File: config.mk
export PLATFORM = sky130hd
export DESIGN_NAME = line_pixel_rasterizer
export DESIGN_NICKNAME = d
export VERILOG_FILES = /design/src/rtl/lpr_pkg.sv /design/src/rtl/lpr_fifo.sv /design/src/rtl/lpr_front.sv /design/src/rtl/lpr_back.sv /design/src/rtl/line_pixel_rasterizer.sv
export SDC_FILE = /design/constraint.sdc
export NUM_CORES = 1
export LEC_CHECK = 0
export ABC_AREA = 1
export BUFFER_PORTS_ARGS = -buffer_cell sky130_fd_sc_hd__buf_4
export CORE_UTILIZATION = 33
export DETAILED_ROUTE_END_ITERATION = 12
export PLACE_DENSITY_LB_ADDON = 0.25
export SLEW_MARGIN = 10
export SYNTH_ARGS = -nofsm -noshare
export SYNTH_HDL_FRONTEND = slang
export SYNTH_SLANG_ARGS = --single-unit
File: constraint.sdc
create_clock -name clk -period 4 [get_ports clk]
set_clock_uncertainty 0.05 [all_clocks]
set_input_delay 0.2 -clock clk [delete_from_list [all_inputs] [get_ports clk]]
set_output_delay 0.2 -clock clk [all_outputs]
set_load 0.05 [all_outputs]
File: src/rtl/lpr_pkg.sv
// shared types, codes and sizes for the line pixel rasterizer
package lpr_pkg;

  // sizes
  localparam int COORD_BITS     = 12;
  localparam int ERR_BITS       = COORD_BITS + 1;
  localparam int COLOUR_BITS    = 16;
  localparam int CMD_DEPTH_DEF  = 4;
  localparam int RES_DEPTH_DEF  = 2;

  // item kinds
  localparam logic KIND_START = 1'b0;
  localparam logic KIND_TICK  = 1'b1;

  // step direction codes, two's complement
  localparam logic [1:0] STEP_ZERO = 2'd0;
  localparam logic [1:0] STEP_POS  = 2'd1;
  localparam logic [1:0] STEP_NEG  = 2'd3;

  // input item
  typedef struct packed {
    logic                   kind;
    logic [COORD_BITS-1:0]  x_start;
    logic [COORD_BITS-1:0]  y_start;
    logic [COORD_BITS-1:0]  x_end;
    logic [COORD_BITS-1:0]  y_end;
    logic [COLOUR_BITS-1:0] pixel_colour;
  } lpr_in_t;

  // result item
  typedef struct packed {
    logic [COORD_BITS-1:0]  pixel_x;
    logic [COORD_BITS-1:0]  pixel_y;
    logic [COLOUR_BITS-1:0] colour_out;
    logic                   last_pixel;
  } lpr_out_t;

  // classified command between front and back
  typedef struct packed {
    logic                   kind;
    logic [COORD_BITS-1:0]  x_start;
    logic [COORD_BITS-1:0]  y_start;
    logic [COORD_BITS-1:0]  abs_dx;
    logic [COORD_BITS-1:0]  abs_dy;
    logic [1:0]             step_x;
    logic [1:0]             step_y;
    logic [COLOUR_BITS-1:0] colour;
  } lpr_cmd_t;

endpackage

File: src/rtl/lpr_fifo.sv
// small first-word-fall-through queue
module lpr_fifo #(
  parameter int WIDTH = 8,
  parameter int DEPTH = 2
) (
  input  logic             clk,
  input  logic             rst,
  input  logic             push,
  input  logic [WIDTH-1:0] wdata,
  output logic             full,
  input  logic             pop,
  output logic [WIDTH-1:0] rdata,
  output logic             empty
);

  localparam int PTR_W = (DEPTH > 1) ? $clog2(DEPTH) : 1;
  localparam int CNT_W = $clog2(DEPTH + 1);

  logic [WIDTH-1:0] mem [DEPTH];
  logic [PTR_W-1:0] wr_ptr;
  logic [PTR_W-1:0] rd_ptr;
  logic [CNT_W-1:0] count;
  logic             do_push;
  logic             do_pop;

  assign full    = (count == CNT_W'(DEPTH));
  assign empty   = (count == '0);
  assign do_push = push && !full;
  assign do_pop  = pop && !empty;
  assign rdata   = mem[rd_ptr];

  // storage write
  always_ff @(posedge clk) begin
    if (do_push) begin
      mem[wr_ptr] <= wdata;
    end
  end

  // pointers and fill count
  always_ff @(posedge clk) begin
    if (rst) begin
      wr_ptr <= '0;
      rd_ptr <= '0;
      count  <= '0;
    end else begin
      if (do_push) begin
        wr_ptr <= (wr_ptr == PTR_W'(DEPTH - 1)) ? '0 : wr_ptr + 1'b1;
      end
      if (do_pop) begin
        rd_ptr <= (rd_ptr == PTR_W'(DEPTH - 1)) ? '0 : rd_ptr + 1'b1;
      end
      if (do_push && !do_pop) begin
        count <= count + 1'b1;
      end else if (do_pop && !do_push) begin
        count <= count - 1'b1;
      end
    end
  end

endmodule

File: src/rtl/lpr_front.sv
// front end: accepts items, works out line deltas and step directions
module lpr_front
  import lpr_pkg::*;
(
  input  logic     push,
  input  lpr_in_t  cmd,
  output logic     full,
  input  logic     q_full,
  output logic     q_push,
  output lpr_cmd_t q_data
);

  logic [COORD_BITS-1:0] dx;
  logic [COORD_BITS-1:0] dy;
  logic [1:0]            sx;
  logic [1:0]            sy;

  // x axis delta and direction
  always_comb begin
    priority if (cmd.x_end > cmd.x_start) begin
      dx = cmd.x_end - cmd.x_start;
      sx = STEP_POS;
    end else if (cmd.x_end == cmd.x_start) begin
      dx = '0;
      sx = STEP_ZERO;
    end else begin
      dx = cmd.x_start - cmd.x_end;
      sx = STEP_NEG;
    end
  end

  // y axis delta and direction
  always_comb begin
    priority if (cmd.y_end > cmd.y_start) begin
      dy = cmd.y_end - cmd.y_start;
      sy = STEP_POS;
    end else if (cmd.y_end == cmd.y_start) begin
      dy = '0;
      sy = STEP_ZERO;
    end else begin
      dy = cmd.y_start - cmd.y_end;
      sy = STEP_NEG;
    end
  end

  // command toward the back end
  always_comb begin
    q_data.kind    = cmd.kind;
    q_data.x_start = cmd.x_start;
    q_data.y_start = cmd.y_start;
    q_data.abs_dx  = dx;
    q_data.abs_dy  = dy;
    q_data.step_x  = sx;
    q_data.step_y  = sy;
    q_data.colour  = cmd.pixel_colour;
  end

  assign full   = q_full;
  assign q_push = push && !q_full;

endmodule

File: src/rtl/lpr_back.sv
// back end: holds the line in progress and steps it one pixel per tick
module lpr_back
  import lpr_pkg::*;
(
  input  logic     clk,
  input  logic     rst,
  input  logic     cmd_valid,
  input  lpr_cmd_t cmd,
  output logic     cmd_take,
  input  logic     res_full,
  output logic     res_push,
  output lpr_out_t res
);

  logic                   active;
  logic [COORD_BITS-1:0]  cur_x;
  logic [COORD_BITS-1:0]  cur_y;
  logic [COORD_BITS-1:0]  abs_dx;
  logic [COORD_BITS-1:0]  abs_dy;
  logic [COORD_BITS-1:0]  major;
  logic [1:0]             step_x;
  logic [1:0]             step_y;
  logic [ERR_BITS-1:0]    err_x;
  logic [ERR_BITS-1:0]    err_y;
  logic [ERR_BITS-1:0]    pixels_left;
  logic [COLOUR_BITS-1:0] colour;

  logic [ERR_BITS-1:0]    sum_x;
  logic [ERR_BITS-1:0]    sum_y;
  logic                   hit_x;
  logic                   hit_y;
  logic [ERR_BITS-1:0]    err_x_next;
  logic [ERR_BITS-1:0]    err_y_next;
  logic [COORD_BITS-1:0]  cur_x_next;
  logic [COORD_BITS-1:0]  cur_y_next;
  logic [COORD_BITS-1:0]  major_next;
  logic                   is_start;
  logic                   is_tick;

  // move a coordinate one step in the coded direction
  function automatic logic [COORD_BITS-1:0] step_pos(
    input logic [COORD_BITS-1:0] pos,
    input logic [1:0]            dir
  );
    logic [COORD_BITS-1:0] r;
    unique case (dir)
      STEP_POS: r = pos + 1'b1;
      STEP_NEG: r = pos - 1'b1;
      default:  r = pos;
    endcase
    return r;
  endfunction

  // handshake toward both queues
  assign is_start = (cmd.kind == KIND_START);
  assign is_tick  = (cmd.kind == KIND_TICK);
  assign cmd_take = cmd_valid && (is_start || !active || !res_full);
  assign res_push = cmd_take && is_tick && active;

  // current pixel
  always_comb begin
    res.pixel_x    = cur_x;
    res.pixel_y    = cur_y;
    res.colour_out = colour;
    res.last_pixel = (pixels_left == ERR_BITS'(1));
  end

  // error accumulation per axis
  always_comb begin
    sum_x      = err_x + {1'b0, abs_dx};
    sum_y      = err_y + {1'b0, abs_dy};
    hit_x      = (sum_x >= {1'b0, major});
    hit_y      = (sum_y >= {1'b0, major});
    err_x_next = hit_x ? sum_x - {1'b0, major} : sum_x;
    err_y_next = hit_y ? sum_y - {1'b0, major} : sum_y;
    cur_x_next = hit_x ? step_pos(cur_x, step_x) : cur_x;
    cur_y_next = hit_y ? step_pos(cur_y, step_y) : cur_y;
    major_next = (cmd.abs_dx > cmd.abs_dy) ? cmd.abs_dx : cmd.abs_dy;
  end

  // line state
  always_ff @(posedge clk) begin
    if (rst) begin
      active      <= 1'b0;
      cur_x       <= '0;
      cur_y       <= '0;
      abs_dx      <= '0;
      abs_dy      <= '0;
      major       <= '0;
      step_x      <= STEP_ZERO;
      step_y      <= STEP_ZERO;
      err_x       <= '0;
      err_y       <= '0;
      pixels_left <= '0;
      colour      <= '0;
    end else if (cmd_take) begin
      if (is_start) begin
        active      <= 1'b1;
        cur_x       <= cmd.x_start;
        cur_y       <= cmd.y_start;
        abs_dx      <= cmd.abs_dx;
        abs_dy      <= cmd.abs_dy;
        major       <= major_next;
        step_x      <= cmd.step_x;
        step_y      <= cmd.step_y;
        err_x       <= '0;
        err_y       <= '0;
        pixels_left <= {1'b0, major_next} + 1'b1;
        colour      <= cmd.colour;
      end else if (active) begin
        if (pixels_left <= ERR_BITS'(1)) begin
          active      <= 1'b0;
          pixels_left <= '0;
        end else begin
          pixels_left <= pixels_left - 1'b1;
          err_x       <= err_x_next;
          err_y       <= err_y_next;
          cur_x       <= cur_x_next;
          cur_y       <= cur_y_next;
        end
      end
    end
  end

endmodule

File: src/rtl/line_pixel_rasterizer.sv
// top level of the line pixel rasterizer
//
//   channel   handshake          payload     role
//   input     push / full        cmd         start or tick items
//   result    empty / pop        pixel       one pixel per tick of an active line
//
// one item per clock sustained while the result queue has room. a tick's
// pixel goes through the command queue and the result queue to the result
// ports. each tick does one add, compare and subtract per axis in the back
// end. reset clears both queues and drops any line in progress.
// with pop held low the result queue fills, the back end stops taking the
// ticks of an active line, and full rises once the command queue is full.
module line_pixel_rasterizer
  import lpr_pkg::*;
#(
  parameter int CMD_DEPTH = CMD_DEPTH_DEF,
  parameter int RES_DEPTH = RES_DEPTH_DEF
) (
  input  logic     clk,
  input  logic     rst,
  input  logic     push,
  output logic     full,
  input  lpr_in_t  cmd,
  output logic     empty,
  input  logic     pop,
  output lpr_out_t pixel
);

  logic     cmd_push;
  lpr_cmd_t cmd_wdata;
  logic     cmd_full;
  lpr_cmd_t cmd_rdata;
  logic     cmd_empty;
  logic     cmd_take;
  logic     res_push;
  lpr_out_t res_wdata;
  logic     res_full;
  lpr_out_t res_rdata;

  // classify and set up
  lpr_front u_front (
    .push   (push),
    .cmd    (cmd),
    .full   (full),
    .q_full (cmd_full),
    .q_push (cmd_push),
    .q_data (cmd_wdata)
  );

  // command queue between front and back
  lpr_fifo #(
    .WIDTH ($bits(lpr_cmd_t)),
    .DEPTH (CMD_DEPTH)
  ) u_cmd_q (
    .clk   (clk),
    .rst   (rst),
    .push  (cmd_push),
    .wdata (cmd_wdata),
    .full  (cmd_full),
    .pop   (cmd_take),
    .rdata (cmd_rdata),
    .empty (cmd_empty)
  );

  // line stepping
  lpr_back u_back (
    .clk       (clk),
    .rst       (rst),
    .cmd_valid (!cmd_empty),
    .cmd       (cmd_rdata),
    .cmd_take  (cmd_take),
    .res_full  (res_full),
    .res_push  (res_push),
    .res       (res_wdata)
  );

  // result queue
  lpr_fifo #(
    .WIDTH ($bits(lpr_out_t)),
    .DEPTH (RES_DEPTH)
  ) u_res_q (
    .clk   (clk),
    .rst   (rst),
    .push  (res_push),
    .wdata (res_wdata),
    .full  (res_full),
    .pop   (pop),
    .rdata (res_rdata),
    .empty (empty)
  );

  assign pixel = res_rdata;

  // back end never writes a pixel into a full result queue
  a_res_room: assert property (@(posedge clk) disable iff (rst)
    res_push |-> !res_full)
    else $error("pixel written into full result queue");

  // back end only takes a command that is there
  a_cmd_there: assert property (@(posedge clk) disable iff (rst)
    cmd_take |-> !cmd_empty)
    else $error("command taken from empty queue");

  // an accepted item is waiting in the command queue on the next cycle
  a_cmd_held: assert property (@(posedge clk) disable iff (rst)
    (push && !full) |=> !cmd_empty)
    else $error("accepted item missing from command queue");

endmodule
# --- Word level (Yosys, flattened, before mapping) ---
# Memories as Yosys holds them, arrays and structs flattened. A register that Yosys moved wholly into a read port is not among the register bits.
# Index checks and enable logic that the tools add are counted.
totals:
  register_bits: 131
  ramBits: 358
  input_bits: 69
  output_inout_bits: 43
  word_cells: 147
  memories: 2
op_classes:
  n_addsub: 22
  n_lt_le_gt_ge: 6
  eq_ne: 17
  muxes: 49
  n_bitwise: 1
  reduce_logical: 32
mem_list:
  columns: ["memory", "depth", "width", "rd", "rd_clocked_by_memory_dff", "write_ports", "line_no", "source"]
  rows:
  - ["u_cmd_q.mem", 4, 69, 1, 1, 1, "lpr_fifo.sv:19", "logic [WIDTH-1:0] mem [DEPTH];"]
  - ["u_res_q.mem", 2, 41, 1, 1, 1, "lpr_fifo.sv:19", null]
op_table:
  columns: ["op", "count"]
  rows:
  - ["2-to-1 mux 12 bit", 13]
  - ["2-to-1 mux 13 bit", 11]
  - ["one-hot mux 12 bit (2 select lines)", 2]
  - ["subtractor 12 bit", 4]
  - ["greater-than comparator 12 bit", 3]
  - ["adder 13 x 12 -> 13 bit", 2]
  - [">= comparator 13 x 12 -> 1 bit", 2]
  - ["subtractor 13 x 12 -> 13 bit", 2]
  - ["adder 12 x 1 -> 12 bit, second input constant", 2]
  - ["equality test 12 bit", 2]
  - ["subtractor 12 x 1 -> 12 bit, second input constant", 2]
  - ["2-to-1 mux 2 bit", 10]
  - ["adder 12 x 1 -> 13 bit, second input constant", 1]
  - ["equality test 13 x 1 -> 1 bit, second input constant", 1]
  - ["less-or-equal comparator 13 x 1 -> 1 bit, second input constant", 1]
  - ["subtractor 13 x 1 -> 13 bit, second input constant", 1]
  - ["logical AND 1 bit", 12]
  - ["2-to-1 mux 1 bit", 11]
  - ["equality test 2 bit, second input constant", 5]
  - ["AND reduction 5 bit", 2]
  - ["zero test 1 bit", 9]
  - ["!= test 2 bit, second input constant", 4]
  - ["adder 2 x 1 -> 2 bit, second input constant", 3]
  - ["2-to-1 mux 3 bit", 2]
  - ["14 further kinds", 20]

# --- Longest topological paths before layout ---
logic_depth:
  ltp_word: 11
  ltp_mapped: 25
  ltp_nobuf: 24

# --- Modules after synthesis ---
# From an unflattened synthesis, not the netlist that was laid out.
unflattened:
  hier_cells: 2943
  hier_area_um2: 27181.1
by_module_without_submodules:
  columns: ["module", "n_inst", "cells_per_inst", "area_per_inst_um2", "seq_area_each_um2"]
  rows:
  - ["lpr_fifo at u_cmd_q", 1, 738, 10739.0, 8468.1]
  - ["lpr_back", 1, 1399, 9515.4, 2402.3]
  - ["lpr_front", 1, 640, 3504.6, 0.0]
  - ["lpr_fifo at u_res_q", 1, 165, 3418.3, 2562.5]
  - ["line_pixel_rasterizer", 1, 1, 3.8, 0.0]

# --- Worst setup path before layout ---
# OpenSTA, ideal clock, no wires.
synth_timing:
  kind: "flip-flop to flip-flop"
  from: "register u_cmd_q.count[0]"
  to: "memory u_cmd_q.mem[0][0] in the netlist's numbering (enable)"
  setup_ns: 0.497
  arrival_time_ns: 3.853
  required_ns: 3.453
  setup_slack_ns: -0.399
  path_stages_with_launch: 5
  n_path_buf: 0
  period_less_slack_ns: 4.399
  cell_sequence: "dfxtp_1 -> nor3_1 -> nor2_1 -> inv_1 -> nor2_1"
synth_via:
  elab_chain_cells: 6
synth_rtl:
  columns: ["item", "line_no", "source"]
  rows:
  - ["from (decl)", "lpr_fifo.sv:22", "logic [CNT_W-1:0] count;"]
  - ["from (signal assigned)", "lpr_fifo.sv:53", "count <= count + 1'b1;"]
  - ["from (signal assigned)", "lpr_fifo.sv:55", "count <= count - 1'b1;"]
  - ["equality test 3 bit (*)", "lpr_fifo.sv:26", "assign full = (count == CNT_W'(DEPTH));"]
  - ["via full", "line_pixel_rasterizer.sv:22", "output logic full,"]
  - ["zero test 1 bit (*)", "lpr_fifo.sv:28, lpr_front.sv:59", null]
  - ["logical AND 1 bit", "lpr_front.sv:59", "assign q_push = push && !q_full;"]
  - ["logical AND 1 bit (*)", "lpr_fifo.sv:28", "assign do_push = push && !full;"]
  - ["via u_cmd_q.do_push", "lpr_fifo.sv:23", "logic do_push;"]
  - ["2-to-1 mux 1 bit (*)", "lpr_fifo.sv:34", "if (do_push) begin"]
  - ["2-to-1 mux 1 bit (not written as such) (*)", "lpr_fifo.sv:35", "mem[wr_ptr] <= wdata;"]
  - ["to (decl)", "lpr_fifo.sv:19", null]
# The timed path passes the listed nets; every way through them passes the cells marked *.

# --- Final worst setup path ---
layout_timing:
  from: "register u_back.err_y[0]"
  to: "register u_back.cur_y[8]"
layout_via:
  elab_chain_cells: 4
layout_rtl:
  columns: ["item", "line_no", "source"]
  rows:
  - ["from (decl)", "lpr_back.sv:24", "logic [ERR_BITS-1:0] err_y;"]
  - ["from (signal assigned)", "lpr_back.sv:117", "err_y <= err_y_next;"]
  - ["adder 13 x 12 -> 13 bit", "lpr_back.sv:71", "sum_y = err_y + {1'b0, abs_dy};"]
  - [">= comparator 13 x 12 -> 1 bit", "lpr_back.sv:73", "hit_y = (sum_y >= {1'b0, major});"]
  - ["!= test 2 bit (no source line)", null, null]
  - ["AND reduction 5 bit (no source line)", null, null]
  - ["to (signal assigned)", "lpr_back.sv:100", "cur_y <= cmd.y_start;"]
  - ["to (signal assigned)", "lpr_back.sv:119", "cur_y <= cur_y_next;"]
  - ["to (decl)", "lpr_back.sv:17", "logic [COORD_BITS-1:0] cur_y;"]
# No other way between the ends.
# A chain may end at the register's enable or synchronous reset.

==> impl_metrics.toml <==
[status]
outcome = "complete, no violations"

[cells_and_area]
drive_gt1_share_pct = 12.42
final_core_util_pct = 39.60
final_common_cell = "nand2_1"
final_nets = 2998
area.growth.synth_to_final_pct = 18.25
final_cell_mix = "404 x nand2_1, 358 x edfxtp_1, 268 x o21ai_0"

[timing]
holdWs_ps = 113.9
setup_viol = 0
setup-tns-final_ps = 0
worstMarginPinSlew_ps = 1052
fin_crit_ps = 3711
slew_headroom_pct = 29.86
slew_violations = 0
hold_violations = 0
fmax_mhz = 269.5
fin_crit_sh_pct = 92.78

[pwr]
powerDensity_nw_per_um2 = 824.5
fin_total_pwr_mw = 24.43
internal_power_mw = 13.71
vdd_drop_max_uv = 578.2
netSwitchingPower_mw = 10.72
switching_share_pct = 43.87
p_comb_share_pct = 50.5
power_frac_clock_pct = 20.7
leakagePower_nw = 12.04
pwr-share-seq_pct = 28.8

[clocking]
worst_skew_pair.late_latency_ps = 610
cts_tree = "yes"
cts_sinks = 492
h-tree-depth = 2
cts-root-buf = "clkbuf_16"
numCtsBuffers = 53
clockBufferDepth = 3
clk_pin_slew_ps = 60

[place]
dp_hpwl_um = 46440
gp_congestion = 0.8740
numPortBuffers = 111

[yosys]
synth_edf_count = 358
synth_cell_types = 55
synth-adder-area-share_pct = 7.670
synth_top_cells_by_area = "edfxtp_1 43%, dfxtp_1 11%, ha_1 6.8%, nand2_1 6.1%, o21ai_0 5.4%"
synth_seq_cells = 492
synth_warnings = 0
synth_top_cell_by_area = "edfxtp_1"
synth_compound_area_share_pct = 14.49
syn_nets = 2833
synthFlopType = "edfxtp_1"
async_flop_share_pct = 0
synth_top_area_share_pct = 42.90
syn_area_per_cell_sq_um = 9.575
syn-instance-count = 2617
ys_seq_area_share_pct = 53.61
synthXorXnorAreaFrac_pct = 3.181
synth_simple_gate_area_share_pct = 13.24
synth_mux_area_share_pct = 1.883
syn-cell-area_sq_um = 25060
synth_top_family_by_area = "compound AO/OA/AOI/OAI gates"

[floorplan]
initial_utilization_pct = 33.49
fp.dieH_um = 277.6
dieArea_sq_um = 77030
rows = 100
die_w_um = 277.6
num_io_pins = 112
core_sq_um = 74820

[drt]
vias_per_cell = 5.011
drt_iter0_drc = 1302
vias = 19021
ant_nets = 0
route.detailed.drc = 0
first_pass_iters = 5
avgRoutedWirePerCell_um = 17.37
wirelength_um = 65930

[global_route]
antenna_found_initial = 2
track_usage_pct = 16.74
grt_pass1_vias = 17990
overflow = 0
grt_pass1_wl_um = 101900
grt_max_degree = 112

[critical_path]
critical_path_class = "reg2reg"
cp-start-kind = "register"
crit_required_ps = 4450
cp_max_fo = 13
arrival_ps = 4160
crit_path_end_kind = "register"

[run]
maxCapViolations = 0

[worst_hold_path]
min_path_type = "in2reg"
## through the flow
| stage | setup WS, ps | area [sq um] | instances |
|---|---|---|---|
| 6_report | 288.7 | 29630 | 3796 |
| 5_1_grt | -7.456 | 29630 | 3795 |
| 4_1_cts | 56.75 | 29480 | 3790 |
| 3_5_place_dp | 88.29 | 27270 | 3649 |
| 3_3_place_gp | 189.1 | 27270 | 3649 |
| 2_1_floorplan | -399.2 | 25060 | 2617 |
## worst max-delay path: stages (launching register included)
cell and delay, ps:
dfxtp_1 330, ha_2 190, inv_1 60, fa_1 400, nand3b_1 190, nand2_2 110
nand2_1 50, nand2_1 90, nand2_1 50, nand2_1 90, a21oi_1 80, xor2_1 190
ha_1 330, nand2_1 60, inv_1 110, nand2_1 60, o211ai_1 230, nand2_1 130
inv_1 70, nor2_1 30, buf_4 170, nand2_1 80, nand3_2 80, buf_12 160
o21ai_0 140, nor2_1 50
## cell families (layout without fill, tap and decap cells)
group / count (synthesis) / after routing
mux: 42 / 42
compound gates: 649 / 649
simple gates: 813 / 814
other cells: 0 / 1
fa+ha+maj: 147 / 147
flops: 492 / 492
buf+inv: 383 / 591
xor+xnor: 91 / 91
## power groups by stage
stage                     combinational, mW  clock [mW]  sequential [mW]
after global routing                   13.7        5.38             7.13
after CTS                              12.1        5.19             7.03
after detailed placement               12.0           0             7.14
after global placement                 11.9           0             7.10
after floorplan                        8.30           0             6.94
final                                  12.3        5.05             7.03
## final cells by class
cell class	instances	area, sq um
repair buffers	219	1864
well taps	969	1212
fillers	7368	45190
multi-input cells	1743	10280
diodes	1	2.502
inverters	273	1032
flip-flops and latches	492	13440
clock buffers	68	1414
clock inverters	31	382.9
## cell usage after synthesis (3+ instances only)
library cell  count
o22ai_1          44
buf_6             3
a221oi_1          4
o21ai_1           3
a21boi_0          9
o21bai_1         13
o211ai_1         18
nand4_1          12
o21ai_0         270
a21o_1           11
mux2_2           41
a211oi_1          7
o221a_2           5
dfxtp_1         134
nand3_1          96
fa_1             11
edfxtp_1        358
clkbuf_1         81
a21oi_1         229
o2111ai_1         3
inv_2             5
xor2_1           49
nor3_1           22
or2_2            10
nor2_1          252
nand2_1         406
clkinv_1          3
inv_1           265
xnor2_1          42
o221ai_1          7
a32oi_1          12
a31oi_1           3
ha_1            136
buf_1             9
buf_2            16
## flip-flops by register name, summed over array words and instances, names as in the netlist, 3 cells and up, named ones only
signal              flops
u_res_q.mem            82
u_back.pixels_left     13
u_back.cur_x           12
u_back.cur_y           12
u_back.abs_dy          12
u_back.err_y           13
u_cmd_q.count           3
u_back.major           12
u_back.err_x           13
u_cmd_q.mem           276
u_back.colour          16
u_back.abs_dx          12
## final timing paths
path                startpoint                 end  slack [ps]  depth (start not counted)
max            u_back.err_y[0]     u_back.cur_y[8]         290                         25
min                    cmd[28]  u_cmd_q.mem[2][32]         110                          4
max reg2reg    u_back.err_y[0]     u_back.cur_y[8]         290                         25
min reg2reg  u_back.colour[11]  u_res_q.mem[0][12]         400                          0
## layer usage
layer	share of wire (%)	vias to the layer above	track usage [%]	routed length, um
li1	-	9394	-	-
met1	47	9157	23.40	31230
met2	47	394	27.41	30680
met3	4.2	76	1.929	2763
met4	1.9	0	4.406	1262
met5	0	-	0	0
## what timing repair did
| item | 4_1_cts | 5_1_grt |
|---|---|---|
| buffers inserted | 0 | 3 |
| endpoints found under the hold margin | 166 | 0 |
| endpoints found under the setup margin | 0 | 42 |
| gates resized for setup | 0 | 30 |
| hold buffers | 42 | 0 |
(Power assumes the default switching activity.)
